## config.mk

```make
export PLATFORM = sky130hd
export DESIGN_NAME = uvs_div
export DESIGN_NICKNAME = d
export VERILOG_FILES = /design/src/rtl/core/uvs_div.sv
export SDC_FILE = /design/constraint.sdc
export NUM_CORES = 1
export LEC_CHECK = 0
export ABC_CLOCK_PERIOD_IN_PS = 4600
export BUFFER_PORTS_ARGS = -buffer_cell sky130_fd_sc_hd__buf_2
export CAP_MARGIN = 20
export CORE_MARGIN = 2
export CORE_UTILIZATION = 43
export DETAILED_ROUTE_END_ITERATION = 8
export SETUP_SLACK_MARGIN = 0.05
export SLEW_MARGIN = 20
export SYNTH_ARGS = -nofsm -noshare
export SYNTH_HDL_FRONTEND = slang
export SYNTH_SLANG_ARGS = --single-unit
export TNS_END_PERCENT = 20
```

## constraint.sdc

```tcl
create_clock -name clk_i -period 4.6 [get_ports clk_i]
set_clock_uncertainty 0.1 [all_clocks]
set_input_delay 0.69 -clock clk_i [delete_from_list [all_inputs] [get_ports clk_i]]
set_output_delay 0.69 -clock clk_i [all_outputs]
set_load 0.005 [all_outputs]
```

## src/rtl/core/uvs_div.sv

```systemverilog
// pipelined restoring divider, one quotient bit per stage
`timescale 1ns / 1ps
module uvs_div #(
  parameter int unsigned DW = 11,
  parameter int unsigned QW = 17
) (
  input  logic             clk_i,
  input  logic             en_i,
  input  logic [QW+DW-1:0] num_i,
  input  logic [DW-1:0]    den_i,
  output logic [QW-1:0]    quo_o
);
  // quotient is known to fit QW bits, so the top part is already below the divisor
  logic [DW-1:0] rem_q [QW];
  logic [QW-1:0] sh_q  [QW];

  for (genvar k = 0; k < QW; k++) begin : g_stage
    logic [DW-1:0] rem_in;
    logic [QW-1:0] sh_in;
    logic [DW:0]   t;
    logic [DW:0]   diff;
    logic          ge;
    if (k == 0) begin : g_first
      assign rem_in = num_i[QW +: DW];
      assign sh_in  = num_i[QW-1:0];
    end else begin : g_next
      assign rem_in = rem_q[k-1];
      assign sh_in  = sh_q[k-1];
    end
    assign t    = {rem_in, sh_in[QW-1]};
    assign ge   = t >= {1'b0, den_i};
    assign diff = t - {1'b0, den_i};
    always_ff @(posedge clk_i) begin
      if (en_i) begin
        rem_q[k] <= ge ? diff[DW-1:0] : t[DW-1:0];
        sh_q[k]  <= {sh_in[QW-2:0], ge};
      end
    end
  end

  assign quo_o = sh_q[QW-1];
endmodule

```

==> out/metrics.sh, run 1 <==
ROUTED-VIA-COUNT=15100
MULTI_INPUT_COMBINATIONAL_CELL_AREA_UM2=10200
TIMING.MAX_SLEW.REL_SLACK_PCT=28.8
NUMCTSBUFFERS=53
NETLIST_INSTANCES=1874
COUNT_OF_FINAL_MAX_SLEW_CHECK_FAILURES=0
PERIOD_UTILISATION_LAYOUT_PCT=72.6
ROOT_BUFFER='sky130_fd_sc_hd__clkbuf_16'
FRACTION_OF_LAYOUT_INSTANCES_USING_A_DRIVE_STRENGTH_ABOVE_1_PCT=14.8
CTS_TREE='yes'
SEQUENTIAL_CELL_AREA_UM2=14000
SETUP_SLACK_NS=1.26
N_ANTENNA_CELL=0
CLOCK-SINKS=465
NUMBER_OF_FILL_CELLS=4910
PWR_DENSITY_CELL_nW_PER_UM2=680
CLOCK_POWER_SHARE_PCT=23.9
REPORT.POWER.TOTAL_mW=19.0
VIASPERCELL=5.44
CELL_TYPE_WITH_THE_HIGHEST_AGGREGATE_AREA_IN_THE_NETLIST='sky130_fd_sc_hd__edfxtp_1'
FINAL-SETUP-VIOL-COUNT=0
STATUS='finished clean'
WORST_R2R_ENDPOINT='rem_q[0][98]'
YOSYS-TOP-CELLS-AREA='sky130_fd_sc_hd__edfxtp_1 (56%), sky130_fd_sc_hd__ha_1 (9.4%), sky130_fd_sc_hd__nor2_1 (3.0%)'
SYNTH_XOR_XNOR_AREA_SHARE_PCT=3.81
YS_TYPES=62
POST-SYNTH-TOP-COUNT-CELL='sky130_fd_sc_hd__edfxtp_1'
WORSTSETUPSTARTPOINTTYPE='input pin'
FINAL.SETUP.TNS_NS=0
GLOBALROUTEOVERFLOWTOTAL=0
DIE_HEIGHT_UM=244
WIRE_PER_INST_UM=17.6
SYNTH_SIMPLE_GATE_AREA_SHARE_PCT=7.38
FMAX_GHz=0.300
CLOCK_LATENCY_NS=0.61
FINISH.UTILIZATION_PCT=48.6
WORST_SLEW_PIN_SLEW_NS=1.07
REG2REGPATHDEPTH=9
SYNTH_COMPOUND_GATE_AREA_SHARE_PCT=12.8
WORSTREG2REGSTART='sh_q[0][135]'
POWER.SHARE.SEQUENTIAL_PCT=35.6
POSTCTSSETUPBUFFERS=0
AVGSYNTHCELLAREA_UM2=13.3
YOSYS-TOP-CELLS-COUNT='sky130_fd_sc_hd__edfxtp_1 (465), sky130_fd_sc_hd__nor2_1 (198), sky130_fd_sc_hd__ha_1 (187)'
POWER.INTERNAL_mW=12.7
DRC=0
HOLD_BUFFERS=0
FINAL_AREA_UM2=27900
CRITPATHREQUIREDTIME_NS=4.84
HOLD_PATH.STARTPOINT='num_i[13]'
POST-ROUTE-MIN-PERIOD_NS=3.34
REG2REG_SLACK_NS=1.37
CAP_VIOL_MAX_COUNT=0
PLACEMENT_ROWS=88
NETLIST_AREA_UM2=24800
PATH_CLK_SLEW_NS=0.06
CTSRESIZECOUNT=0
POSTSYNTHREGISTERBITS=465
DR.PASS1.ITERS=5
CRITPATHCAPTURETYPE='flip-flop'
SYN_NETS=2118
NUMBER_OF_GLOBAL_ROUTE_VIAS_BEFORE_REPAIR=14900
NUMBER_OF_ENABLE_TYPE_REGISTER_CELLS_IN_THE_SYNTHESIZED_NETLIST=465
SYNTH_FLOP_CELL='sky130_fd_sc_hd__edfxtp_1'
WORST_VDD_DROP_mV=0.374
INITIAL_CORE_UTIL_PCT=43.3
POSTROUTEANTENNANETS=0
NUM_IO_PINS=58
CATEGORY_OF_THE_MOST_CRITICAL_SETUP_PATH='in -> reg'
CTS-ROOT-TO-SINK-BUFFERS=3
DETAILEDROUTE.FIRSTITERATIONVIOLATIONS=976
HOLD_PATH_END='sh_q[0][14]'
POWER.SWITCHING_FRACTION_PCT=33.0
SHARE_COMB_OF_TOTAL_POWER_PCT=40.6
MAIN_COMBINATIONAL_CELL_FAMILY_BY_AREA_AFTER_SYNTHESIS='compound AO/OA/AOI/OAI gates'
FP.COREAREA_UM2=57400
CTS.HTREE.LEVELS=2
SYNTH-WARNING-COUNT=0
GRT_USAGE_PCT=16.3
NUM-NETS-FINAL=2207
CRIT_PATH_MAX_FANOUT=12
WL_UM=48700
MIN_PATH_TYPE='in -> reg'
POWER_LEAKAGE_nW=10.7
DP_WORST_SETUP_SLACK_NS=0.641
IO_BUFFERS=57
WORST_HOLD_PATH.NUM_CELLS=1
YOSYSTOPAREACELLSHARE_PCT=56.2
RSZ_0062_RAISED_AFTER_GLOBAL_ROUTING='false'
PIN_COUNT_OF_THE_BIGGEST_NET_ENTERING_GLOBAL_ROUTING=90
DIE_W_UM=244
STARTPOINT='den_i[0]'
GP_CONGESTION=0.837
GRT_ANTENNA_BEFORE_REPAIR=0
TIMING.CRITICAL_PATH.ARRIVAL_NS=3.58
YOSYS.AREA_SHARE.ADDER_PCT=10.7
DP_HPWL_UM=33000
GRT_FIRST_PASS_WIRELENGTH_UM=77500
FLOORPLAN.DIE_AREA_UM2=59700
POST_SYNTHESIS_SEQUENTIAL_AREA_RATIO_PCT=56.2
POWER_SWITCHING_mW=6.26
AREA.GROWTH.SYNTH_TO_FINAL_PCT=12.2
HOLD_VIOL=0
POST_SYNTH_MUX_AREA_SHARE_PCT=6.41
AREA_AFTER_DETAILED_PLACEMENT_UM2=26000
SYNTH-ASYNC-RESET-RATIO_PCT=0
[critical path, stage by stage]
cell and delay (ns):
sky130_fd_sc_hd__buf_2 0.28, sky130_fd_sc_hd__buf_4 0.27, sky130_fd_sc_hd__ha_1 0.24, sky130_fd_sc_hd__fa_1 0.40, sky130_fd_sc_hd__nand2b_1 0.17, sky130_fd_sc_hd__a21oi_2 0.25, sky130_fd_sc_hd__a41o_1 0.15, sky130_fd_sc_hd__a41oi_1 0.16
sky130_fd_sc_hd__o21ai_2 0.54, sky130_fd_sc_hd__mux2_2 0.40
[registers in the layout, indices dropped and copies added, names as in the netlist]
signal  flops
sh_q      289
rem_q     176
[kinds of logic after synthesis]
group | Yosys count
AO/OA/AOI/OAI | 440
adder cells (fa/ha/maj) | 203
buffers and inverters | 129
flip-flops | 465
multiplexers | 128
AND/OR/NAND/NOR | 401
XOR/XNOR | 108
[per-layer routing]
| metal | part of all wire, % | vias up | track usage, % |
|---|---|---|---|
| met4 | 3.4 | 0 | 6.29 |
| met3 | 4.4 | 116 | 2.85 |
| met2 | 48 | 321 | 27.6 |
| met1 | 45 | 7235 | 20.8 |
| met5 | 0 | - | 0 |
| li1 | - | 7385 | - |
[per-stage QoR]
stage | instances | hold WS [ns]
floorplan | 1874 | 0.300
global placement | 2673 | 0.300
detailed placement | 2673 | 0.305
CTS | 2770 | 0.113
global route | 2770 | 0.119
finish | 2770 | 0.157
[power by group through the flow]
| stage | clock [mW] | combinational (mW) | sequential (mW) |
|---|---|---|---|
| 5_1_grt | 4.84 | 8.58 | 6.84 |
| 3_5_place_dp | 0 | 7.64 | 6.83 |
| 6_report | 4.52 | 7.69 | 6.74 |
| 2_1_floorplan | 0 | 6.45 | 6.56 |
| 3_3_place_gp | 0 | 7.47 | 6.83 |
| 4_1_cts | 4.66 | 7.70 | 6.76 |
[cell type report]
class                      instances  area share, %
inverter                          72          0.970
multi-input combinational       1280           36.6
sequential                       465           50.1
clock inverter                    36           1.85
timing repair buffer              91           2.16
clock buffer                      61           4.87
tap                              765           3.44
[cell usage in the layout, fill, tap and decap left out, drive strengths merged, types with 26 or more instances in the layout]
cell,synthesis,routed
xnor2,73,73
clkbuf,17,61
a21oi,124,124
mux2,101,101
xor2,35,35
ha,187,187
nor3,26,26
mux2i,27,27
a21o,35,35
nand2,53,53
o21ai,63,63
buf,40,91
o21a,32,32
nor2,198,198
inv,72,78
edfxtp,465,465
[how the worst max path moves through the flow]
stage,slack [ns],depth (start not counted),endpoint
5_1_grt,1.12,10,rem_q[0][164]
2_1_floorplan,1.57,9,rem_q[0][3]
6_report,1.26,10,rem_q[0][156]
4_1_cts,1.27,10,rem_q[0][156]
3_5_place_dp,0.64,10,rem_q[0][156]
3_3_place_gp,0.70,10,rem_q[0][156]
(Power assumes the default switching activity.)
==> inputs of run 2 (changes only) <==
--- a/config.mk
+++ b/config.mk
@@ -5,7 +5,7 @@
 export SDC_FILE = /design/constraint.sdc
 export NUM_CORES = 1
 export LEC_CHECK = 0
-export ABC_CLOCK_PERIOD_IN_PS = 4600
+export ABC_CLOCK_PERIOD_IN_PS = 3100
 export BUFFER_PORTS_ARGS = -buffer_cell sky130_fd_sc_hd__buf_2
 export CAP_MARGIN = 20
 export CORE_MARGIN = 2
==> constraint.sdc (replaced) <==
create_clock -name clk_i -period 3.1 [get_ports clk_i]
set_clock_uncertainty 0.1 [all_clocks]
set_input_delay 0.465 -clock clk_i [delete_from_list [all_inputs] [get_ports clk_i]]
set_output_delay 0.465 -clock clk_i [all_outputs]
set_load 0.005 [all_outputs]
==> run 2 against run 1 <==
  * Routed wire length up 3.4%
  * Clock-buffer cell count fell by 8
  * Worst setup slack worse by 1.0 ns
  * Hold slack lost 0.059 ns
  * Die area is the same
  * Flip-flop and latch count did not move
  * Final cell count up 4.3%
  * Critical endpoint is now rem_q[0][104]
  * Largest power group unchanged
==> out/metrics.sh, run 2 (synthesized netlist as in run 1, its figures left out) <==
CTS.HTREE.LEVELS=2  # unchanged
CRITPATHREQUIREDTIME_NS=3.34  # -1.50 ns
CLOCK_LATENCY_NS=0.60  # about the same
CRITPATHCAPTURETYPE='flip-flop'
STATUS='finished clean'
AREA.GROWTH.SYNTH_TO_FINAL_PCT=16.6
DR.PASS1.ITERS=7  # +2
RSZ_0062_RAISED_AFTER_GLOBAL_ROUTING='false'
CLOCK-SINKS=465  # unchanged
FP.COREAREA_UM2=57400  # unchanged
ROUTED-VIA-COUNT=15400  # +2.3%
GRT_FIRST_PASS_WIRELENGTH_UM=80500  # +4.0%
ROOT_BUFFER='sky130_fd_sc_hd__clkbuf_16'
GRT_USAGE_PCT=17.0  # +0.68 points
LARGEST-REGISTER='sh_q'
REPORT.POWER.TOTAL_mW=29.0  # +53%
POWER_LEAKAGE_nW=11.4  # +5.9%
DIE_HEIGHT_UM=244  # unchanged
FINAL_AREA_UM2=29000  # +3.9%
CTS_TREE='yes'
POSTCTSSETUPBUFFERS=0  # unchanged
CATEGORY_OF_THE_MOST_CRITICAL_SETUP_PATH='reg -> reg'
SETUP_SLACK_NS=0.257  # -1.00 ns
WL_UM=50300  # +3.4%
FINAL.SETUP.TNS_NS=0  # unchanged
NUM-NETS-FINAL=2327  # +5.4%
INITIAL_CORE_UTIL_PCT=43.3  # unchanged
AREA_AFTER_DETAILED_PLACEMENT_UM2=27000  # +3.9%
FINAL-SETUP-VIOL-COUNT=0  # unchanged
LAYOUT_COMMON_CELLS='sky130_fd_sc_hd__edfxtp_1 (465), sky130_fd_sc_hd__nor2_1 (198), sky130_fd_sc_hd__ha_1 (187)'
FLIP_FLOP_COUNT_OF_THE_LARGEST_REGISTER_ALL_COPIES_AND_WORDS_ADDED=289  # unchanged
N_ANTENNA_CELL=0  # unchanged
POSTROUTEANTENNANETS=0  # unchanged
DP_WORST_SETUP_SLACK_NS=-0.0883  # -0.729 ns
TIMING.MAX_SLEW.REL_SLACK_PCT=64.8  # +36 points
CRIT_PATH_MAX_FANOUT=8  # -4
FINISH.UTILIZATION_PCT=50.5  # +1.9 points
CTSRESIZECOUNT=0  # unchanged
GRT_ANTENNA_BEFORE_REPAIR=0  # unchanged
PLACE_INST=2779  # +4.0%
REG_TOP3='sh_q x289, rem_q x176'
CTS-ROOT-TO-SINK-BUFFERS=3  # unchanged
COUNT_OF_FINAL_MAX_SLEW_CHECK_FAILURES=0  # unchanged
DETAILEDROUTE.FIRSTITERATIONVIOLATIONS=1023  # +4.8%
MET1_USAGE_PCT=21.4  # +0.62 points
TIMING.CRITICAL_PATH.ARRIVAL_NS=3.08  # -0.50 ns
WORST_VDD_DROP_mV=0.459  # +23%
VIASPERCELL=5.33  # -1.9%
GP_CONGESTION=0.850  # +1.5%
NUMBER_OF_GLOBAL_ROUTE_VIAS_BEFORE_REPAIR=15400  # +3.6%
PERIOD_UTILISATION_LAYOUT_PCT=91.7
DRC=0  # unchanged
MET3_RESOURCE_USE_GR_PCT=3.03  # +0.18 points
FLOORPLAN.DIE_AREA_UM2=59700  # unchanged
WIRE_PER_INST_UM=17.4  # -0.89%
PLACEMENT_ROWS=88  # unchanged
FINAL.HOLD.WORST_SLACK_NS=0.0979  # -0.0587 ns
DIE_W_UM=244  # unchanged
IO_BUFFERS=57  # unchanged
NUM_IO_PINS=58  # unchanged
WORST_SLEW_PIN_SLEW_NS=0.515  # -0.552 ns
FINAL_COMMON_CELL='sky130_fd_sc_hd__edfxtp_1'
WORSTSETUPSTARTPOINTTYPE='flip-flop'
HOLD_VIOL=0  # unchanged
DP_HPWL_UM=33600  # +1.7%
CAP_VIOL_MAX_COUNT=0  # unchanged
POST-ROUTE-MIN-PERIOD_NS=2.84
FMAX_GHz=0.352
GR-USAGE-MET2_PCT=29.5  # +1.9 points
STDCELL_COUNT=2890  # +4.3%
HOLD_BUFFERS=16  # +16
GRT-BUSIEST-LAYER='met2'
PATH_CLK_SLEW_NS=0.06  # about the same
FRACTION_OF_LAYOUT_INSTANCES_USING_A_DRIVE_STRENGTH_ABOVE_1_PCT=19.0  # +4.2 points
PIN_COUNT_OF_THE_BIGGEST_NET_ENTERING_GLOBAL_ROUTING=72  # -20%
MIN_PATH_TYPE='in -> reg'
GLOBALROUTEOVERFLOWTOTAL=0  # unchanged
NUMCTSBUFFERS=51  # -3.8%
PWR_DENSITY_CELL_nW_PER_UM2=1000  # +47%
## run 2: cell types whose count changed in the layout (fill, tap and decap cells not counted), sizes merged
cell         before  now
clkbuf           61   53
inv              78   75
bufinv           12   10
clkinvlp          4    3
clkinv           14   26
dlygate4sd3       0   16
buf              91  197
## run 2: worst max-delay path, cell delays in order, from the launching register on
cell and delay [ns]:
sky130_fd_sc_hd__edfxtp_1 0.33, sky130_fd_sc_hd__inv_1 0.09, sky130_fd_sc_hd__ha_1 0.23, sky130_fd_sc_hd__fa_1 0.41
sky130_fd_sc_hd__nand2b_1 0.18, sky130_fd_sc_hd__a21oi_1 0.19, sky130_fd_sc_hd__a41o_1 0.17, sky130_fd_sc_hd__a41oi_2 0.15
sky130_fd_sc_hd__o21ai_2 0.18, sky130_fd_sc_hd__buf_4 0.22, sky130_fd_sc_hd__mux2_4 0.32
## run 2: routing by layer
layer  routed length, um  up-vias  share of wire, %
li1                    -     7630                 -
met1               22100     7413                44
met2               24900      281                49
met3                2080       81               4.1
met4                1270        0               2.5
met5                   0        -                 0
## run 2: area by class of cell
cell class | count | area [um^2]
Fill cell | 4908 | 28400
Sequential cell | 465 | 14000
Multi-Input combinational cell | 1280 | 10200
Timing Repair Buffer | 213 | 1780
Clock buffer | 53 | 1310
Tap cell | 765 | 957
Clock inverter | 42 | 475
Inverter | 72 | 270
## run 2: path summary, 6_finish.rpt
| path | startpoint | end | slack (ns) | depth (start not counted) |
|---|---|---|---|---|
| setup / recovery | sh_q[1][16] | rem_q[0][104] | 0.26 | 10 |
| hold / removal | num_i[18] | rem_q[0][2] | 0.1 | 2 |
| setup reg to reg | sh_q[1][16] | rem_q[0][104] | 0.26 | 10 |
| hold reg to reg | sh_q[0][23] | sh_q[0][41] | 0.31 | 0 |
## run 2: power by group
part	total [mW]	internal, mW	switching, mW
Combinational	12.6	6.39	6.20
Sequential	10.0	9.21	0.818
Clock	6.40	3.89	2.51
==> inputs of run 3 (changes only) <==
--- a/config.mk
+++ b/config.mk
@@ -6,12 +6,12 @@
 export NUM_CORES = 1
 export LEC_CHECK = 0
 export ABC_CLOCK_PERIOD_IN_PS = 3100
-export BUFFER_PORTS_ARGS = -buffer_cell sky130_fd_sc_hd__buf_2
 export CAP_MARGIN = 20
 export CORE_MARGIN = 2
 export CORE_UTILIZATION = 43
 export DETAILED_ROUTE_END_ITERATION = 8
-export SETUP_SLACK_MARGIN = 0.05
+export DONT_BUFFER_PORTS = 1
+export SETUP_SLACK_MARGIN = 0.4
 export SLEW_MARGIN = 20
 export SYNTH_ARGS = -nofsm -noshare
 export SYNTH_HDL_FRONTEND = slang
==> run 3 against run 2 <==
  * Final cell count decreased by 2.0%
  * Register-to-register slack better by 0.19 ns
  * Critical path depth unchanged
  * Sequential power barely moved
  * Largest power group unchanged
  * Clock-buffer cell count grew 7
  * Total power is 0.71% higher
  * Utilization down 0.057 points
  * Global-route usage fell by 0.43 points
  * Routed wire length down 1.6%
  * Critical endpoint is now rem_q[0][153]
==> out/metrics.sh, run 3 (synthesized netlist as in run 1, its figures left out) <==
NUMBER_OF_GLOBAL_ROUTE_VIAS_BEFORE_REPAIR=15200  # -1.1%
IO_BUFFERS=0  # -100%
LARGEST-REGISTER='sh_q'
REG2REG_SLACK_NS=0.44  # +0.19 ns
DETAILEDROUTE.FIRSTITERATIONVIOLATIONS=1016  # -0.68%
PIN_COUNT_OF_THE_BIGGEST_NET_ENTERING_GLOBAL_ROUTING=466  # +550%
FINAL_COMMON_CELL='sky130_fd_sc_hd__edfxtp_1'
FMAX_GHz=0.376  # +7.0%
GRT_FIRST_PASS_WIRELENGTH_UM=79400  # -1.4%
PLACEMENT_ROWS=88  # unchanged
CAP_VIOL_MAX_COUNT=0  # unchanged
HOLD_VIOL=0  # unchanged
PATH_CLK_SLEW_NS=0.06  # about the same
CTS_TREE='yes'
STDCELL_COUNT=2832  # -2.0%
NUM-NETS-FINAL=2268  # -2.5%
PLACE_INST=2676  # -3.7%
STATUS='finished clean'
GP_CONGESTION=0.879  # +3.4%
TIMING.MAX_SLEW.REL_SLACK_PCT=9.47  # -55 points
CLOCK-SINKS=465  # unchanged
LAYOUT_COMMON_CELLS='sky130_fd_sc_hd__edfxtp_1 (465), sky130_fd_sc_hd__nor2_1 (198), sky130_fd_sc_hd__ha_1 (185)'
ROOT_BUFFER='sky130_fd_sc_hd__clkbuf_16'
DIE_W_UM=244  # unchanged
FINAL_AREA_UM2=28900  # -0.11%
FLIP_FLOP_COUNT_OF_THE_LARGEST_REGISTER_ALL_COPIES_AND_WORDS_ADDED=289  # unchanged
MIN_PATH_TYPE='in -> reg'
REG_TOP3='sh_q x289, rem_q x176'
CRIT_PATH_MAX_FANOUT=8  # unchanged
FLOORPLAN.DIE_AREA_UM2=59700  # unchanged
FINAL-SETUP-VIOL-COUNT=0  # unchanged
RSZ_0062_RAISED_AFTER_GLOBAL_ROUTING='true'
FINAL.SETUP.TNS_NS=0  # unchanged
CLOCK_LATENCY_NS=0.60  # about the same
POSTROUTEANTENNANETS=0  # unchanged
CRITPATHREQUIREDTIME_NS=3.31  # -0.03 ns
PWR_DENSITY_CELL_nW_PER_UM2=1010  # +0.82%
AREA.GROWTH.SYNTH_TO_FINAL_PCT=16.4
CRITPATHSLOWESTCELL='sky130_fd_sc_hd__edfxtp_1'
DR.PASS1.ITERS=5  # -2
NUMCTSBUFFERS=53  # +3.9%
N_ANTENNA_CELL=0  # unchanged
POWER_LEAKAGE_nW=11.1  # -2.0%
CP_NUM_BUF_INV=3  # +1
WIRE_PER_INST_UM=17.5  # +0.39%
PERIOD_UTILISATION_LAYOUT_PCT=85.7  # -6.0 points
REPORT.POWER.TOTAL_mW=29.2  # +0.71%
WORST_SLEW_PIN_SLEW_NS=1.36  # +0.843 ns
CATEGORY_OF_THE_MOST_CRITICAL_SETUP_PATH='reg -> reg'
ROUTED-VIA-COUNT=15300  # -0.68%
WL_UM=49500  # -1.6%
DRC=0  # unchanged
FP.COREAREA_UM2=57400  # unchanged
GLOBALROUTEOVERFLOWTOTAL=0  # unchanged
CRIT_TOP_CELL='sky130_fd_sc_hd__buf_4'
CRIT_CHAIN='inv_1, ha_1, fa_1, nand2b_4, a21oi_2, o21ai_1, a31oi_1, buf_4, buf_4, o221ai_1'
GRT_ANTENNA_BEFORE_REPAIR=0  # unchanged
WORST_VDD_DROP_mV=0.508  # +10%
COUNT_OF_FINAL_MAX_SLEW_CHECK_FAILURES=0  # unchanged
NUM_IO_PINS=58  # unchanged
VIASPERCELL=5.40  # +1.4%
TIMING.CRITICAL_PATH.ARRIVAL_NS=2.87  # -0.21 ns
CTS.HTREE.LEVELS=2  # unchanged
DIE_HEIGHT_UM=244  # unchanged
DP_HPWL_UM=30900  # -8.0%
CRITICAL_PATH.TOP_DELAY_FAMILY='compound AO/OA/AOI/OAI gates'
AREA_AFTER_DETAILED_PLACEMENT_UM2=26300  # -2.7%
INITIAL_CORE_UTIL_PCT=43.3  # unchanged
WORSTSETUPSTARTPOINTTYPE='flip-flop'
FRACTION_OF_LAYOUT_INSTANCES_USING_A_DRIVE_STRENGTH_ABOVE_1_PCT=18.2  # -0.77 points
CRITPATHMAXSTAGEDELAY_NS=0.44  # +0.03 ns
CTS-ROOT-TO-SINK-BUFFERS=3  # unchanged
GRT_USAGE_PCT=16.5  # -0.43 points
POST-ROUTE-MIN-PERIOD_NS=2.66  # -0.186 ns
CRITPATHCAPTURETYPE='flip-flop'
## run 3: power breakdown
part           internal, mW  switching [mW]
Combinational          6.63            6.25
Sequential             9.22           0.777
Clock                  3.74            2.60
## run 3: final cells by class
class | instances | area (um^2)
clock inverters | 38 | 373
flip-flops and latches | 465 | 14000
fillers | 4895 | 28400
well taps | 765 | 957
clock buffers | 60 | 1400
inverters | 72 | 282
multi-input cells | 1280 | 10500
repair buffers | 152 | 1490
## run 3: routing by layer
metal  part of all wire [%]  vias up  global-route usage [%]
met5                      0        -                       0
met4                    2.2        0                    4.61
met3                    4.1       77                    2.84
met2                     49      266                    28.5
met1                     44     7437                    21.4
li1                       -     7520                       -
## run 3: final timing paths
kind | startpoint | endpoint | cells past startpoint
min reg2reg | sh_q[0][41] | sh_q[0][59] | 0
max reg2reg | sh_q[1][84] | rem_q[0][153] | 10
min | num_i[16] | rem_q[0][0] | 2
max | sh_q[1][84] | rem_q[0][153] | 10
## run 3: metrics by stage
step	utilization [%]	setup WS, ns	hold WS (ns)
floorplan	-	0.341	0.300
global placement	45.8	0.187	0.300
detailed placement	45.8	0.150	0.305
CTS	49.7	0.353	-0.131
global route	50.4	0.346	0.0184
finish	50.4	0.444	0.0699
## run 3: what timing repair did
item / CTS / global route
endpoints found under the setup margin: 108 / 147
hold buffers: 25 / 3
endpoints found under the hold margin: 261 / 72
buffers inserted: 8 / 21
gates resized for setup: 18 / 40
cloned: 0 / 1
pin swaps: 12 / 31
